## config.mk

```make
export PLATFORM = sky130hd
export DESIGN_NAME = hr2d_ctrl
export DESIGN_NICKNAME = d
export VERILOG_FILES = /design/src/rtl/hr2d_pkg.sv /design/src/rtl/hr2d_ctrl.sv
export SDC_FILE = /design/constraint.sdc
export NUM_CORES = 1
export LEC_CHECK = 0
export ABC_AREA = 1
export ABC_CLOCK_PERIOD_IN_PS = 1530
export BUFFER_PORTS_ARGS = -buffer_cell sky130_fd_sc_hd__buf_2
export CORE_AREA = 10 10 48 50
export CTS_BUF_LIST = sky130_fd_sc_hd__clkbuf_2 sky130_fd_sc_hd__clkbuf_4 sky130_fd_sc_hd__clkbuf_8
export CTS_CLUSTER_SIZE = 24
export DETAILED_ROUTE_END_ITERATION = 8
export DIE_AREA = 0 0 58 60
export PLACE_DENSITY_LB_ADDON = 0.12
export SKIP_LAST_GASP = 1
export SLEW_MARGIN = 20
export SYNTH_ARGS = -nofsm -noshare
export SYNTH_HDL_FRONTEND = slang
export SYNTH_SLANG_ARGS = --single-unit
```

## constraint.sdc

```tcl
create_clock -name clk_i -period 1.53 [get_ports clk_i]
set_clock_uncertainty 0.15 [all_clocks]
set_input_delay 0.306 -clock clk_i [delete_from_list [all_inputs] [get_ports clk_i]]
set_output_delay 0.306 -clock clk_i [all_outputs]
set_load 0.05 [all_outputs]
```

## src/rtl/hr2d_pkg.sv

```systemverilog
// shared constants, payload types and control types of the histogram rank filter
package hr2d_pkg;

  localparam int MAX_WIDTH   = 1024;
  localparam int MAX_RADIUS  = 15;
  localparam int MAX_HEIGHT  = 4096;
  localparam int STORE_DEPTH = (2 * MAX_RADIUS + 1) * MAX_WIDTH;
  localparam int ADDR_W      = $clog2(STORE_DEPTH);
  localparam int COL_W       = $clog2(MAX_WIDTH);
  localparam int ROW_W       = $clog2(MAX_HEIGHT);
  localparam int WIN_W       = $clog2(2 * MAX_RADIUS + 2);
  localparam int CNT_W       = $clog2((2 * MAX_RADIUS + 1) * (2 * MAX_RADIUS + 1) + 1);

  localparam logic [16:0] Q16_ONE = 17'd65536;

  // opcodes of an input beat
  localparam logic OP_PUSH  = 1'b0;
  localparam logic OP_DRAIN = 1'b1;

  // register indexes
  localparam logic [7:0] CFG_FRAME_WIDTH   = 8'd0;
  localparam logic [7:0] CFG_FRAME_HEIGHT  = 8'd1;
  localparam logic [7:0] CFG_WINDOW_RADIUS = 8'd2;
  localparam logic [7:0] CFG_RANK_FRACTION = 8'd3;

  typedef struct packed {
    logic       op;
    logic [7:0] pixel_in;
  } in_item_t;

  typedef struct packed {
    logic [7:0] pixel_out;
    logic       frame_end;
  } out_item_t;

  typedef enum logic [3:0] {
    ST_IDLE,
    ST_CHECK,
    ST_SETUP,
    ST_BACK,
    ST_PREP,
    ST_SCAN,
    ST_TAIL,
    ST_DECIDE,
    ST_EMIT
  } state_e;

  typedef struct packed {
    logic push;
    logic setup;
    logic back_step;
    logic scan_init;
    logic scan_step;
    logic decide;
    logic emit;
  } cmd_t;

  typedef struct packed {
    logic win_done;
    logic back_zero;
    logic thr_zero;
    logic scan_last;
    logic bit_zero;
    logic out_busy;
  } status_t;

endpackage

```

## src/rtl/hr2d_ctrl.sv

```systemverilog
// controller state machine sequencing store, window walk, scans and emit
module hr2d_ctrl (
  input  logic              clk_i,
  input  logic              rst_ni,
  input  logic              in_valid_i,
  input  logic              in_op_i,
  output logic              in_ready_o,
  input  hr2d_pkg::status_t status_i,
  output hr2d_pkg::cmd_t    cmd_o
);
  import hr2d_pkg::*;

  state_e state_q, state_d;

  always_ff @(posedge clk_i or negedge rst_ni) begin
    if (!rst_ni) begin
      state_q <= ST_IDLE;
    end else begin
      state_q <= state_d;
    end
  end

  // next state
  always_comb begin
    state_d = state_q;
    case (state_q)
      ST_IDLE:   if (in_valid_i) state_d = ST_CHECK;
      ST_CHECK:  state_d = status_i.win_done ? ST_SETUP : ST_IDLE;
      ST_SETUP:  state_d = ST_BACK;
      ST_BACK:   if (status_i.back_zero) state_d = ST_PREP;
      ST_PREP:   state_d = status_i.thr_zero ? ST_EMIT : ST_SCAN;
      ST_SCAN:   if (status_i.scan_last) state_d = ST_TAIL;
      ST_TAIL:   state_d = ST_DECIDE;
      ST_DECIDE: state_d = status_i.bit_zero ? ST_EMIT : ST_SCAN;
      ST_EMIT:   if (!status_i.out_busy) state_d = ST_IDLE;
      default:   state_d = ST_IDLE;
    endcase
  end

  // commands
  always_comb begin
    cmd_o      = '0;
    in_ready_o = 1'b0;
    case (state_q)
      ST_IDLE: begin
        in_ready_o = 1'b1;
        cmd_o.push = in_valid_i && (in_op_i == OP_PUSH);
      end
      ST_SETUP:  cmd_o.setup     = 1'b1;
      ST_BACK:   cmd_o.back_step = !status_i.back_zero;
      ST_PREP:   cmd_o.scan_init = 1'b1;
      ST_SCAN:   cmd_o.scan_step = 1'b1;
      ST_DECIDE: cmd_o.decide    = 1'b1;
      ST_EMIT:   cmd_o.emit      = !status_i.out_busy;
      default: ;
    endcase
  end

endmodule

```

* Word-level counts from Yosys, hierarchy flattened
Cells that the tools add are included.
Storage, ports and cells: output and inout port bits 8, flip-flop bits (word level) 4, latch bits 0, logic and storage cells 35, ROM bits 0, memory bits (writable) 0, input bits 10, memories kept 0
Operators by class: add/subtract/negate cells 0, multiplexer cells 16, $lt $le $gt $ge 0, shifts and indexed selects 0, multipliers 0, bitwise operators 1, reductions and logical operators 5, eq/ne operators 12, div/mod/pow operators 0
Operator list (number):
- $pmux W4 S9 | 1
- $mux W4 | 6
- $eq A4 B3 Y1 const B | 4
- $eq A4 B2 Y1 const B | 2
- $mux W1 | 8
- $ne A2 B2 Y1 const B | 4
- $eq A4 B1 Y1 const B | 1
- $eq A4 B4 Y1 const B | 1
- $logic_not A4 Y1 | 1
- $reduce_and A4 Y1 | 1
- $logic_not A1 Y1 | 2
- $mux W2 | 1
- $logic_and A1 B1 Y1 | 1
- $not A1 Y1 | 1

* Depth between registers and ports, before layout
Gate-level depths: netlist of run 1.
depth after elaboration 3, mapped depth 7

* Worst setup path after synthesis of run 1
Ideal clock, no wire load.
path type register to output, start reg state_q[2], end out cmd_o[6] (netlist name), stages on the path, launching flop included 4, data required time 1074 ps, data arrival time 1766 ps, path buffers 0, setup slack -692 ps, cells stage by stage dfrtp_1 -> nor2_2 -> nand2_1 -> nor3_1
RTL lines:
- start: declaration | RTL line hr2d_ctrl.sv:13 | state_e state_q, state_d;
- start signal: assignment | RTL line hr2d_ctrl.sv:19 | state_q <= state_d;
- end: declaration | RTL line hr2d_ctrl.sv:9 | output hr2d_pkg::cmd_t cmd_o

==> impl_metrics.toml, run 1 <==
[sta]
max-slew-margin-rel = 0.856
tightest_slew_ps = 216
layout_setup_ws_ps = -154
setup_viol = 8
final_hold_viol_count = 0
rsz0062_at_grt = "yes"
hold_ws_ps = 218
fmax_mhz = 594
maxSlewViolCount = 0
finalCritPeriodShare = 1.10
fin_crit_ps = 1680

[floorplan]
ios = 18
core-area_sq_um = 1440
die-area_sq_um = 3480
die_w_um = 58
start_util = 0.257
die_h_um = 60
core.rowCount = 14

[route]
route.detailed.drc = 0
drt_pass1_iterations = 2
wl_per_cell_um = 11.3
num_vias = 497
vias_per_cell = 4.40
ant_nets = 0
drtIter0Drc = 4
drt-total-wl_um = 1280

[clock_network]
cts_tree = "built"
cts_max_level = 1
clkLatencyLatePin_ps = 240
clock_sinks = 4
clk_pin_slew_ps = 40
cts-buffers-inserted = 3
clock_path_buffers = 2
root_buffer = "clkbuf_4"

[power_and_ir_drop]
power.share.switching = 0.493
p_comb_frac = 0.769
p_leak_uw = 0.000465
ir_worst_vdd_mv = 0.698
clkPwrFrac = 0.091
power.density_nw_per_um2 = 1790
power.internal_uw = 753
sequentialPowerShare = 0.140
switchingPower_uw = 732

[synthesis]
synthCells = 60
synth_top_area_frac = 0.271
yosysSeqAreaShare = 0.271
synth.distinct_cells = 15
ys_warn_count = 0
synth_nets = 70
yosys.area.top_type = "dfrtp_1"
synth-seq-cells = 4
syn_area_sq_um = 369
syn_area_per_cell_sq_um = 6.15
synth_area_leaders = "dfrtp_1 (27%), nand2_1 (17%), inv_1 (10%), nand3_1 (9.5%), nor2_2 (8.5%)"

[critical_path]
ff2ff_setup_slack_ps = 70
endpoint_kind = "output pin"
worstPathRequired_ps = 1070
worstPathArrival_ps = 1230
path_max_fanout = 4
path_class = "flop to output pin"
startpoint_type = "flop"

[status]
failed_checks = "negative setup slack"
status = "finished, violations left"

[placement]
dp_slack_ps = -0.251
io_buffers = 17
dpl.hpwl_um = 963
place.gp.congestion = 0.787

[global_routing]
grt_pass1_vias = 513
grt_max_degree = 6
grt.total_usage = 0.0730
antenna_found_initial = 0
grt_pass1_wl_um = 2080
grt_overflow_total = 0

[cells_and_area]
area_delta_synth_final_pct = 125
largest_reg_flops = 4
top_regs = "state_q x4"
nFillCells = 136
layout_common_cells = "nand2_1 (10), buf_4 (10), buf_2 (9)"
drive_gt1_frac = 0.701
antenna_cells = 0
final_nets = 109
regMostFlops = "state_q"

[run]
drv_cap = 0

[worst_hold_path]
hold_class = "primary input to flop"
-- power groups by stage --
| stage | Clock [uW] | Sequential, uW | Combinational (uW) |
|---|---|---|---|
| after global placement | 0 | 189 | 762 |
| final | 135 | 208 | 1140 |
| after detailed placement | 0 | 189 | 758 |
| after global routing | 146 | 212 | 1230 |
| after CTS | 136 | 200 | 1050 |
| after floorplan | 0 | 193 | 507 |
-- worst max-delay path, stage by stage, from the launching register on --
cell and delay [ps]:
dfrtp_2 430, nor2_4 170, nand2_2 90, nor3_4 120, buf_6 180
-- repair_timing --
item                       4_1_cts  5_1_grt
pin swaps                        6       10
hold endpoints to repair         4        0
hold buffers                     1        0
setup endpoints to repair        8       11
setup buffers                    6        4
resized for setup               42       13
-- metrics by stage --
stage / TNS [ps] / util / total power [uW] / cell area, sq um / std cells
after floorplan: -107 / - / 700 / 390 / 60
after global routing: -1450 / 0.578 / 1590 / 831 / 113
after CTS: -1050 / 0.545 / 1390 / 783 / 113
final: -983 / 0.578 / 1480 / 831 / 113
after global placement: -26.4 / 0.397 / 951 / 571 / 103
after detailed placement: -0.251 / 0.397 / 947 / 571 / 103
-- final cells by class --
type,count,area (sq um),area share
multi-input cells,42,317,0.381
repair buffers,34,310,0.373
flip-flops and latches,4,103,0.123
inverters,14,58.8,0.0708
clock buffers,3,22.5,0.0271
well taps,16,20.0,0.0241
-- path summary, 6_finish.rpt --
| check | to | startpoint | depth (start not counted) |
|---|---|---|---|
| max | cmd_o[6] | state_q[1] | 4 |
| min | state_q[2] | status_i[2] | 3 |
| max reg2reg | state_q[1] | state_q[3] | 9 |
| min reg2reg | state_q[2] | state_q[1] | 4 |
| max in group asynchronous | state_q[3] | rst_ni | 2 |
| min in group asynchronous | state_q[0] | rst_ni | 2 |
-- metal layers --
layer | vias up | GRT usage | share of wire
li1 | 261 | - | -
met1 | 220 | 0.0806 | 0.44
met2 | 14 | 0.126 | 0.51
met3 | 2 | 0.0233 | 0.044
met4 | 0 | 0.0302 | 0.010
met5 | - | 0 | 0
-- kinds of logic (layout without fill, tap and decap cells) --
group	count (synthesis)	count (layout)	share of synthesized area
AND/OR/NAND/NOR	39	39	0.525
AO/OA/AOI/OAI	3	3	0.0576
buffers and inverters	14	51	0.146
flip-flops	4	4	0.271
-- Yosys cell counts --
cell,count
nand2_1,17
inv_1,10
nand3_1,7
nor2_1,5
nor2_2,5
dfrtp_1,4
inv_2,3
nand3b_2,2
clkinv_2,1
nand2_2,1
nor2_4,1
nor3_1,1
o211ai_1,1
o21ai_0,1
o221ai_1,1
Note: power is estimated with default switching activity, not from simulation.
==> run 2, diff against run 1 <==
Settings changed: BUFFER_PORTS_ARGS -buffer_cell sky130_fd_sc_hd__buf_2 to -buffer_cell sky130_fd_sc_hd__clkbuf_2.
==> impl_metrics.toml, run 2 (synthesized netlist as in run 1, its figures left out) <==
[worst_hold_path]
worstHoldPathCells = 3
hold_end = "state_q[2]"
hold_start = "status_i[2]"
hold_class = "primary input to flop"

[cells_and_area]
largest_reg_flops = 4
top_regs = "state_q x4"
final_common_cell = "nand2_1"
drive_gt1_frac = 0.607
layout_common_cells = "nand2_1 (14), clkbuf_2 (9), inv_1 (7), nand3_1 (7), buf_4 (7)"
antenna_cells = 0
fin_area_sq_um = 739
regMostFlops = "state_q"
final_nets = 101
area_delta_synth_final_pct = 100
final-instance-count-excl-fill = 105

[route]
ant_nets = 0
drtIter0Drc = 4
wl_per_cell_um = 11.4
drt-total-wl_um = 1200
route.detailed.drc = 0
num_vias = 471
vias_per_cell = 4.49
drt_pass1_iterations = 4

[sta]
maxSlewViolCount = 0
hold_ws_ps = 223
final_hold_viol_count = 0
finalCritPeriodShare = 1.12
setup_viol = 8
fmax_mhz = 584
tns_ps = -1020
tightest_slew_ps = 242
fin_crit_ps = 1710
max-slew-margin-rel = 0.838
layout_setup_ws_ps = -182
rsz0062_at_grt = "yes"

[floorplan]
die_w_um = 58
die-area_sq_um = 3480
die_h_um = 60
core.rowCount = 14
core-area_sq_um = 1440
ios = 18
start_util = 0.257

[critical_path]
crit_buf_inv = 1
cp.depth = 4
startpoint_type = "flop"
worstPathArrival_ps = 1260
worstPathRequired_ps = 1070
path_max_fanout = 5
endpoint_kind = "output pin"
ff2ff_setup_slack_ps = 90
reg2reg_from = "state_q[2]"
reg2reg_depth = 8
slowest_stage = "dfrtp_2"
path_class = "flop to output pin"
crit_family = "simple AND/OR/NAND/NOR gates"
r2r-end = "state_q[1]"
path_cells = "nor2_4, nand2_2, nor3_4, buf_12"
max_stage_delay_ps = 430

[placement]
io_buffers = 17
placed_cell_area_sq_um = 593
place.gp.congestion = 0.781
dpl.hpwl_um = 964
dp_slack_ps = -4.74
dp_cells = 98

[clock_network]
clkLatencyLatePin_ps = 240
root_buffer = "clkbuf_4"
cts-buffers-inserted = 3
clock_path_buffers = 2
clock_sinks = 4
clk_pin_slew_ps = 40
cts_tree = "built"
cts_max_level = 1

[global_routing]
grt.total_usage = 0.0784
grt_overflow_total = 0
grt_max_degree = 6
grt_pass1_wl_um = 2210
antenna_found_initial = 0
grt_pass1_vias = 528

[status]
failed_checks = "negative setup slack"
status = "finished, violations left"

[power_and_ir_drop]
p_leak_uw = 0.000412
ir_worst_vdd_mv = 0.746
power.density_nw_per_um2 = 1820

[run]
drv_cap = 0
run 2: repair_timing:
action | in CTS | in global routing
pin swaps | 2 | 3
endpoints found under the setup margin | 8 | 11
resized for setup | 20 | 10
hold buffers | 1 | 0
buffers inserted | 2 | 2
endpoints found under the hold margin | 4 | 0
run 2: worst min-delay path: stages:
cell and delay, ps:
clkbuf_2 70, nand3b_2 140, nand2_1 60
run 2: worst max-delay path by stage:
stage,start,to,slack [ps]
2_1_floorplan,state_q[2],cmd_o[6],-100
3_3_place_gp,state_q[1],cmd_o[0],-20
3_5_place_dp,state_q[1],cmd_o[0],-5
4_1_cts,state_q[3],cmd_o[4],-180
5_1_grt,state_q[1],cmd_o[6],-240
6_report,state_q[1],cmd_o[6],-180
run 2: per-stage QoR:
stage                     total power, uW   util
after floorplan                       700      -
after global placement               1030  0.413
after detailed placement             1030  0.413
after CTS                            1280  0.489
after global routing                 1450  0.515
final                                1350  0.515
run 2: per-layer routing:
metal,up-vias,track usage,share of wire,wire length [um]
li1,247,-,-,-
met1,208,0.0802,0.43,513
met2,14,0.143,0.50,604
met3,2,0.0275,0.057,68
met4,0,0.0302,0.012,14
met5,-,0,0,0
run 2: power breakdown:
group / internal (uW) / total (uW) / switching (uW)
Combinational: 436 / 995 / 559
Clock: 87.8 / 132 / 44.5
Sequential: 153 / 221 / 68.4
run 2: final cells by class:
cell class / instances / area, sq um
Clock buffer: 3 / 22.5
Fill cell: 146 / 697
Inverter: 14 / 56.3
Multi-Input combinational cell: 42 / 278
Sequential cell: 4 / 105
Tap cell: 16 / 20.0
Timing Repair Buffer: 26 / 258
==> run 3, diff against run 2 <==
Settings changed: CELL_PAD_IN_SITES_DETAIL_PLACEMENT from default to 0, CELL_PAD_IN_SITES_GLOBAL_PLACEMENT from default to 2, CORE_AREA 10 10 48 50 to 10 10 52 54, DIE_AREA 0 0 58 60 to 0 0 62 64.
==> impl_metrics.toml, run 3 (synthesized netlist as in run 1, its figures left out) <==
[global_routing]
grt.total_usage = 0.0694
antenna_found_initial = 0
grt_pass1_wl_um = 2080
grt_overflow_total = 0
grt_pass1_vias = 522
grt_max_degree = 6

[cells_and_area]
top_regs = "state_q x4"
regMostFlops = "state_q"
nFillCells = 162
final-instance-count-excl-fill = 120
drive_gt1_frac = 0.674
largest_reg_flops = 4
antenna_cells = 0
final_common_cell = "nand2_1"
final_nets = 107
area_delta_synth_final_pct = 125
layout_common_cells = "nand2_1 (12), clkbuf_2 (9), buf_4 (9)"
fin_area_sq_um = 830

[critical_path]
path_cells = "nor2_4, nand2_2, nor3_4, buf_12"
path_class = "flop to output pin"
worstPathRequired_ps = 1070
slowest_stage = "dfrtp_2"
max_stage_delay_ps = 430
startpoint_type = "flop"
endpoint_kind = "output pin"
path_max_fanout = 3
worstPathArrival_ps = 1250

[placement]
dpl.hpwl_um = 1030
place.gp.congestion = 0.717
placed_cell_area_sq_um = 619
io_buffers = 17
dp_cells = 107

[status]
status = "finished, violations left"
failed_checks = "negative setup slack"

[route]
drt_pass1_iterations = 2
num_vias = 484
drt-total-wl_um = 1270
vias_per_cell = 4.03
route.detailed.drc = 0
drtIter0Drc = 1
wl_per_cell_um = 10.6
ant_nets = 0

[sta]
tightest_slew_ps = 200
maxSlewViolCount = 0
fmax_mhz = 587
tns_ps = -922
finalCritPeriodShare = 1.11
final_hold_viol_count = 0
fin_crit_ps = 1700
layout_setup_ws_ps = -175
rsz0062_at_grt = "yes"
hold_ws_ps = 237
setup_viol = 8
max-slew-margin-rel = 0.867

[clock_network]
clock_path_buffers = 2
cts_tree = "built"
clkLatencyLatePin_ps = 230
cts-buffers-inserted = 3
cts_max_level = 1
clk_pin_slew_ps = 40
root_buffer = "clkbuf_4"
clock_sinks = 4

[floorplan]
core-area_sq_um = 1710
ios = 18
start_util = 0.216
core.rowCount = 15
die_h_um = 64
die_w_um = 62
die-area_sq_um = 3970

[power_and_ir_drop]
power.density_nw_per_um2 = 1770
clkPwrFrac = 0.086
p_comb_frac = 0.765
fin_total_pwr_uw = 1470
ir_worst_vdd_mv = 0.842
power.share.switching = 0.480
switchingPower_uw = 704
sequentialPowerShare = 0.149
power.internal_uw = 763
p_leak_uw = 0.000446

[run]
drv_cap = 0

[worst_hold_path]
hold_class = "primary input to flop"
[run 3: cell count changes in the layout (fill, tap and decap cells not counted), sizes merged]
cell,change
buf,+7
clkbuf,-1
[run 3: cell type report]
cell class	count	area [sq um]	share of cell area
Clock buffer	3	22.5	0.0271
Inverter	14	56.3	0.0679
Multi-Input combinational cell	42	290	0.350
Sequential cell	4	105	0.127
Tap cell	25	31.3	0.0377
Timing Repair Buffer	32	324	0.391
[run 3: per-stage QoR]
| step | worst slack (ps) | util |
|---|---|---|
| 3_3_place_gp | -24.6 | 0.363 |
| 4_1_cts | -182 | 0.449 |
| 6_report | -175 | 0.486 |
| 2_1_floorplan | -99.4 | - |
| 5_1_grt | -258 | 0.486 |
| 3_5_place_dp | -0.642 | 0.363 |
[run 3: per-layer routing]
layer,wire [um],track usage
met4,10,0.0307
met2,708,0.118
met3,61,0.0277
met1,491,0.0715
met5,0,0
[run 3: path summary, 6_finish.rpt]
path                            slack [ps]        start  depth (start not counted)    endpoint
min in group asynchronous              270       rst_ni                          2  state_q[2]
worst max register to register          30   state_q[2]                          9  state_q[2]
worst max-delay path                  -170   state_q[2]                          4    cmd_o[6]
max in group asynchronous              830       rst_ni                          2  state_q[1]
worst min-delay path                   240  status_i[2]                          3  state_q[2]
worst min register to register         650   state_q[1]                          4  state_q[2]
[run 3: power groups by stage]
stage	clock, uW	sequential [uW]	combinational (uW)
6_report	126	219	1120
5_1_grt	146	223	1200
4_1_cts	136	204	1020
3_5_place_dp	0	200	850
3_3_place_gp	0	201	871
2_1_floorplan	0	193	507
[run 3: worst max-delay path, delay by kind of cell (launching register included)]
family                 cells  cell delay (ps)
flip-flops                 1              430
buffers and inverters      1              160
AND/OR/NAND/NOR            3              430
[run 3: timing repair]
action                                  CTS  global route
setup buffers                             7             3
resized for setup                        18            18
hold buffers                              1             0
endpoints found under the hold margin     4             0
pin swaps                                 2             8
endpoints found under the setup margin    8            11
